**config.mk**
```make
export PLATFORM = sky130hd
export DESIGN_NAME = bfsc_ctrl
export DESIGN_NICKNAME = d
export VERILOG_FILES = /design/src/rtl/bfsc_pkg.sv /design/src/rtl/bfsc_ctrl.sv
export SDC_FILE = /design/constraint.sdc
export NUM_CORES = 1
export LEC_CHECK = 0
export BUFFER_PORTS_ARGS = -buffer_cell sky130_fd_sc_hd__buf_2
export CAP_MARGIN = 5
export CORE_AREA = 3 3 46 48
export CTS_CLUSTER_DIAMETER = 60
export DETAILED_ROUTE_END_ITERATION = 16
export DIE_AREA = 0 0 49 51
export SYNTH_ARGS = -nofsm -noshare
export SYNTH_HDL_FRONTEND = slang
export SYNTH_SLANG_ARGS = --single-unit
```
**constraint.sdc**
```tcl
create_clock -name clk -period 1.2 [get_ports clk]
set_clock_uncertainty 0.1 [all_clocks]
set_input_delay 0.12 -clock clk [delete_from_list [all_inputs] [get_ports clk]]
set_output_delay 0.12 -clock clk [all_outputs]
set_load 0.01 [all_outputs]
```
**src/rtl/bfsc_pkg.sv**
```systemverilog
// Shared types, constants and fixed-point helpers of the Burgers stencil cost unit.
package bfsc_pkg;

	localparam int MAX_POINTS = 1024;
	localparam int AW = $clog2(MAX_POINTS);
	localparam int SW = 50;
	localparam int MW = 48;
	localparam logic [62:0] COST_MAX = {63{1'b1}};
	localparam logic signed [31:0] Q_HALF = 32'sd32768;

	localparam logic [2:0] REG_GRID_POINTS = 3'd0;
	localparam logic [2:0] REG_TIME_STEPS = 3'd1;
	localparam logic [2:0] REG_COURANT = 3'd2;
	localparam logic [2:0] REG_DIFFUSION = 3'd3;
	localparam logic [2:0] REG_LEAPFROG = 3'd4;

	typedef struct packed {
		logic command;
		logic signed [31:0] value;
	} in_beat_t;

	typedef struct packed {
		logic signed [31:0] model_value;
		logic [62:0] cost;
		logic last;
	} out_beat_t;

	typedef enum logic [4:0] {
		OP_NOP, OP_LOAD, OP_LATCH, OP_RD_CUR, OP_CAP_CUR,
		OP_RD_L, OP_RD_C, OP_RD_R, OP_DIFF,
		OP_FT1, OP_FT2, OP_FT3, OP_FT4, OP_FT5, OP_FT6,
		OP_LF1, OP_LF2, OP_LF3, OP_LF4, OP_LF5,
		OP_SQ, OP_ACC, OP_DONE
	} op_t;

	typedef enum logic [4:0] {
		ST_IDLE, ST_RD_CUR, ST_CAP_CUR, ST_RD_L, ST_RD_C, ST_RD_R, ST_DIFF,
		ST_FT1, ST_FT2, ST_FT3, ST_FT4, ST_FT5, ST_FT6,
		ST_LF1, ST_LF2, ST_LF3, ST_LF4, ST_LF5,
		ST_SQ, ST_ACC, ST_DONE
	} state_t;

	typedef struct packed {
		logic loaded;
		logic boundary;
		logic lvl0;
		logic lvl1;
		logic out_free;
	} dp_status_t;

	function automatic logic signed [31:0] sat32(input logic signed [SW-1:0] x);
		if (x > $signed({{(SW-32){1'b0}}, 32'h7fffffff})) begin
			return 32'sh7fffffff;
		end else if (x < $signed({{(SW-32){1'b1}}, 32'h80000000})) begin
			return 32'sh80000000;
		end else begin
			return x[31:0];
		end
	endfunction

	function automatic logic [1:0] bank_inc(input logic [1:0] b);
		return (b == 2'd2) ? 2'd0 : b + 2'd1;
	endfunction

endpackage

```
**src/rtl/bfsc_ctrl.sv**
```systemverilog
// Sequencer that steps the datapath through one grid point per observation.
module bfsc_ctrl
	import bfsc_pkg::*;
(
	input  logic clk,
	input  logic arst_n,
	input  logic in_valid,
	input  logic in_command,
	output logic in_ready,
	input  dp_status_t status,
	output op_t op
);

	state_t state_q, state_d;

	always_ff @(posedge clk or negedge arst_n) begin
		if (!arst_n) begin
			state_q <= ST_IDLE;
		end else begin
			state_q <= state_d;
		end
	end

	always_comb begin
		state_d = state_q;
		op = OP_NOP;
		in_ready = 1'b0;
		unique case (state_q)
			ST_IDLE: begin
				in_ready = 1'b1;
				if (in_valid) begin
					if (!in_command) begin
						op = OP_LOAD;
					end else if (status.loaded) begin
						op = OP_LATCH;
						if (status.boundary) state_d = ST_SQ;
						else if (status.lvl0) state_d = ST_RD_CUR;
						else state_d = ST_RD_L;
					end
				end
			end
			ST_RD_CUR: begin op = OP_RD_CUR; state_d = ST_CAP_CUR; end
			ST_CAP_CUR: begin op = OP_CAP_CUR; state_d = ST_SQ; end
			ST_RD_L: begin op = OP_RD_L; state_d = ST_RD_C; end
			ST_RD_C: begin op = OP_RD_C; state_d = ST_RD_R; end
			ST_RD_R: begin op = OP_RD_R; state_d = ST_DIFF; end
			ST_DIFF: begin
				op = OP_DIFF;
				state_d = status.lvl1 ? ST_FT1 : ST_LF1;
			end
			ST_FT1: begin op = OP_FT1; state_d = ST_FT2; end
			ST_FT2: begin op = OP_FT2; state_d = ST_FT3; end
			ST_FT3: begin op = OP_FT3; state_d = ST_FT4; end
			ST_FT4: begin op = OP_FT4; state_d = ST_FT5; end
			ST_FT5: begin op = OP_FT5; state_d = ST_FT6; end
			ST_FT6: begin op = OP_FT6; state_d = ST_SQ; end
			ST_LF1: begin op = OP_LF1; state_d = ST_LF2; end
			ST_LF2: begin op = OP_LF2; state_d = ST_LF3; end
			ST_LF3: begin op = OP_LF3; state_d = ST_LF4; end
			ST_LF4: begin op = OP_LF4; state_d = ST_LF5; end
			ST_LF5: begin op = OP_LF5; state_d = ST_SQ; end
			ST_SQ: begin op = OP_SQ; state_d = ST_ACC; end
			ST_ACC: begin op = OP_ACC; state_d = ST_DONE; end
			ST_DONE: begin
				if (status.out_free) begin
					op = OP_DONE;
					state_d = ST_IDLE;
				end
			end
			default: state_d = ST_IDLE;
		endcase
	end

endmodule

```
======== Word-level counts from Yosys, hierarchy flattened ========
Cells that the tools add are included.
storage, ports and cells
  output and inout port bits .............. 6
  register bits ........................... 5
  input port bits ......................... 9
cells by class
  reductions and logical operators ........ 3
  multiplexer cells ....................... 14
  eq/ne operators ......................... 24
operator list
  operator            count
  $pmux 5 s21         1
  $pmux 5 s19         1
  $eq 5x4->1 const B  8
  $mux 5              6
  $eq 5x5->1 const B  5
  $eq 5x3->1 const B  4
  $eq 5x2->1 const B  2
  $mux 2              4
  $ne 2x2->1 const B  4
  $eq 5x1->1 const B  1
  $logic_not 5->1     1
  $mux 4              1
  $reduce_and 4->1    1
  $reduce_or 3->1     1
  $mux 1              1

======== Longest topological paths before layout ========
  word-level depth ........................ 6
  gate-level depth with buffers ........... 5

======== Worst setup path after synthesis ========
No wires, ideal clock.
  path kind ............................... register to output
  from .................................... reg state_q[3]
  to ...................................... out op[0]
  buffers on the path ..................... 0
  slack ................................... -0.077 ns
  data arrival time ....................... 1.057 ns
  stages on the path, launching flop included .. 4
  cells stage by stage .................... dfrtp_1 nor2_1 a31oi_1 o21ai_0
on the way
  cells in the longest elaborated chain, start to end .. 2
RTL lines
  item                                      line             source
  start: declaration                        bfsc_ctrl.sv:14  state_t state_q, state_d;
  start signal: assignment                  bfsc_ctrl.sv:20  state_q <= state_d;
  $eq 5x5->1, or another cell as far along  bfsc_ctrl.sv:28  unique case (state_q)
  $pmux 5 s21 *                             bfsc_ctrl.sv:28
  end: declaration                          bfsc_ctrl.sv:11  output op_t op
Every way passes the cells marked *; elsewhere a longest branch is shown, timed or not.

======== Final worst setup path ========
  from .................................... reg state_q[4]
  to ...................................... out op[1]
The elaborated chain is that of the path after synthesis.

==> impl_metrics.csv <==
group,metric,value,unit
sta,max-slew-margin-rel,0.8334,
power,ir_worst_vdd,1232,µV
sta,rsz0062_at_grt,"yes",
worst_setup_path,crit_path_max_fanout,5,
cells_and_area,syn_to_final_growth,81.49,%
clock_network,clock_latency,0.25,ns
logic_synthesis,synth_cell_type_count,30,
logic_synthesis,synth_area_per_cell,7.436,µm²
logic_synthesis,syn_area,520.5,µm²
clock_network,htree_levels,1,
die,rows,15,
clock_network,cts_tree,"built",
cells_and_area,final_nets,122,
worst_setup_path,worst-setup-path-type,"flop to output port",
routing,routed_wl,1856,µm
die,die_area,2499,µm²
place,io_buffer_count,14,
routing,first_pass_iters,4,
power,leakagePower,0.4325,nW
routing,viasPerCell,4.774,
power,sw_frac_of_total,0.4398,
cells_and_area,top_regs,"state_q: 5 flops",
power,net-switching-power,0.001333,W
cells_and_area,largest_register,"state_q",
routing,vias,654,
place,dpl.hpwl,1200,µm
sta,hold_violations,0,
routing,ant_nets,0,
die,chipHeight,51,µm
run_status,outcome,"finished, violations left",
hold_path,hold_path_class,"input pin to flop",
sta,setup_ws,-0.3614,ns
routing,wl_per_cell,13.55,µm
power,comb_power_share,0.770,
die,fp.dieW,49,µm
die,core_area,1745,µm²
routing,drt_drc_violations_left,0,
worst_setup_path,endpoint_kind,"output port",
logic_synthesis,synth_top_area_frac,0.2404,
cells_and_area,antenna_cells,0,
cells_and_area,drive_above_1_share,0.5982,
clock_network,clk_pin_slew_worst_paths,0.05,ns
cells_and_area,n_fill_cell,166,
power,clkPwrFrac,0.068,
logic_synthesis,synthesis.nets,79,
clock_network,root_buffer,"clkbuf_4",
sta,fin_crit,1.561,ns
global_route,grt_pass1_wl,2870,µm
worst_setup_path,critPathLaunchType,"flop",
logic_synthesis,yosysWarnings,0,
die,pin_count,15,
routing,drtIter0Drc,14,
global_route,grt_start_max_net_pins,9,
sta,final-max-slew-violation-count,0,
logic_synthesis,synth_area_leader_cell,"dfrtp_1",
global_route,grt_usage,0.1467,
sta,setup_viol,11,
die,floorplan.initialDensity,0.2982,
sta,max_slew.worst_pin.slew,0.2499,ns
logic_synthesis,postSynthCellCount,70,
clock_network,cts_sinks,5,
logic_synthesis,synth_area_leaders,"dfrtp_1 (24%), nor2_1 (7.9%), buf_6 (6.5%), o21ai_0 (5.8%), xnor2_1 (5.0%)",
clock_network,cts-buffers-inserted,3,
power,powerDensity,3208,nW/µm²
sta,fmax,640.4,MHz
place,pre_cts_ws,-0.1819,ns
power,seq_power_share,0.162,
global_route,grt-ovfl-total,0,
worst_setup_path,cp.arrival,1.34,ns
flow_run,drv_cap,0,
clock_network,cts_max_path_buffers,2,
run_status,violations,"negative setup slack",
worst_setup_path,required,0.98,ns
logic_synthesis,ys_seq_area_frac,0.2404,
power,intPower,0.001698,W
place,gp_congestion,0.8501,
global_route,grt_pass1_vias,645,
global_route,antenna_found_initial,0,
sta,finalSetupTns,-2.759,ns
sta,min_period_over_period,1.301,
cells_and_area,largest_reg_flops,5,
logic_synthesis,yosys_register_bits,5,
sta,whs,0.1035,ns
## final cells by class
type	instances	area, µm²	area share
clock buffer	4	26.28	0.02781
inverter	5	18.77	0.01987
multi-input combinational	56	414.1	0.4384
sequential	5	131.4	0.1391
tap	25	31.28	0.03311
timing repair buffer	42	322.8	0.3417
## what timing repair did
item,in CTS,in global routing
setup endpoints to repair,11,11
hold endpoints to repair,5,0
setup buffers,7,5
pin swaps,7,13
gates resized for setup,15,17
hold buffers,1,0
## cell usage in the layout, fill, tap and decap left out, drive strengths merged, types with 2 or more instances in the layout
cell	instances
inv	5
clkbuf	4
a21oi	5
dfrtp	5
nand2b	2
nand3	2
nor2	11
o21ai	7
nor3	5
xnor2	3
nand2	6
buf	41
## routing by layer
metal  routed length (µm)  track usage  vias up
met5                    0            0        -
met4                   21     0.009479        0
met3                   86      0.05539        2
met2                  943       0.2579       18
met1                  803       0.1773      307
li1                     -            -      327
## critical path: stages (launching register included)
cell and delay, ns:
dfrtp_2 0.44, nor3_4 0.25, nand2_2 0.10, nor2_2 0.12
nor3_2 0.04, buf_2 0.13
## power by group through the flow
stage | Combinational, W | Clock (W) | Sequential (W)
after detailed placement | 0.00160 | 0 | 0.000464
after floorplan | 0.00108 | 0 | 0.000363
final | 0.00233 | 0.000207 | 0.000490
after CTS | 0.00196 | 0.000204 | 0.000449
after global routing | 0.00254 | 0.000221 | 0.000506
after global placement | 0.00157 | 0 | 0.000461
## through the flow
| step | total power, W | utilization | instances | cell area (µm²) |
|---|---|---|---|---|
| 2_1_floorplan | 0.001445 | - | 70 | 529.3 |
| 3_3_place_gp | 0.002034 | 0.4065 | 121 | 709.4 |
| 3_5_place_dp | 0.002061 | 0.4065 | 121 | 709.4 |
| 4_1_cts | 0.002617 | 0.4853 | 133 | 847.1 |
| 5_1_grt | 0.003264 | 0.5412 | 137 | 944.7 |
| 6_report | 0.003031 | 0.5412 | 137 | 944.7 |
## final timing paths
path                       cells after the start  slack (ns)                   start                      to
max                                            5       -0.36  state_q[4]$_DFFE_PN0P_                   op[1]
min                                            4        0.10               status[1]  state_q[3]$_DFFE_PN0P_
max reg2reg                                    6       -0.24  state_q[4]$_DFFE_PN0P_  state_q[4]$_DFFE_PN0P_
min reg2reg                                    3        0.63  state_q[4]$_DFFE_PN0P_  state_q[3]$_DFFE_PN0P_
max in group asynchronous                      2        0.74                  arst_n  state_q[0]$_DFFE_PN0P_
min in group asynchronous                      2        0.12                  arst_n  state_q[3]$_DFFE_PN0P_
## logic make-up after synthesis
group / Yosys count / synth area share
and+or+nand+nor: 30 / 0.2981
xor gates and xnor gates: 4 / 0.06732
AOI/OAI and AO/OA: 22 / 0.2789
DFF: 5 / 0.2404
buffers and inverters: 9 / 0.1154
## synthesized netlist by cell type
cell,instances
a21boi_0,1
a21oi_1,5
a221oi_2,1
a22oi_1,1
a2bb2oi_1,1
a31oi_1,1
a32o_1,1
and2_1,1
buf_6,3
clkbuf_4,1
dfrtp_1,5
inv_1,5
nand2_1,5
nand2_4,1
nand2b_1,2
nand3_1,2
nor2_1,11
nor2b_1,1
nor3_1,3
nor3_2,2
o211ai_1,1
o21ai_0,6
o21ai_1,1
o21bai_1,1
o22ai_1,1
o32ai_1,1
or2_1,1
or2b_1,1
xnor2_1,3
xor2_1,1
Note: power is estimated with default switching activity, not from simulation.
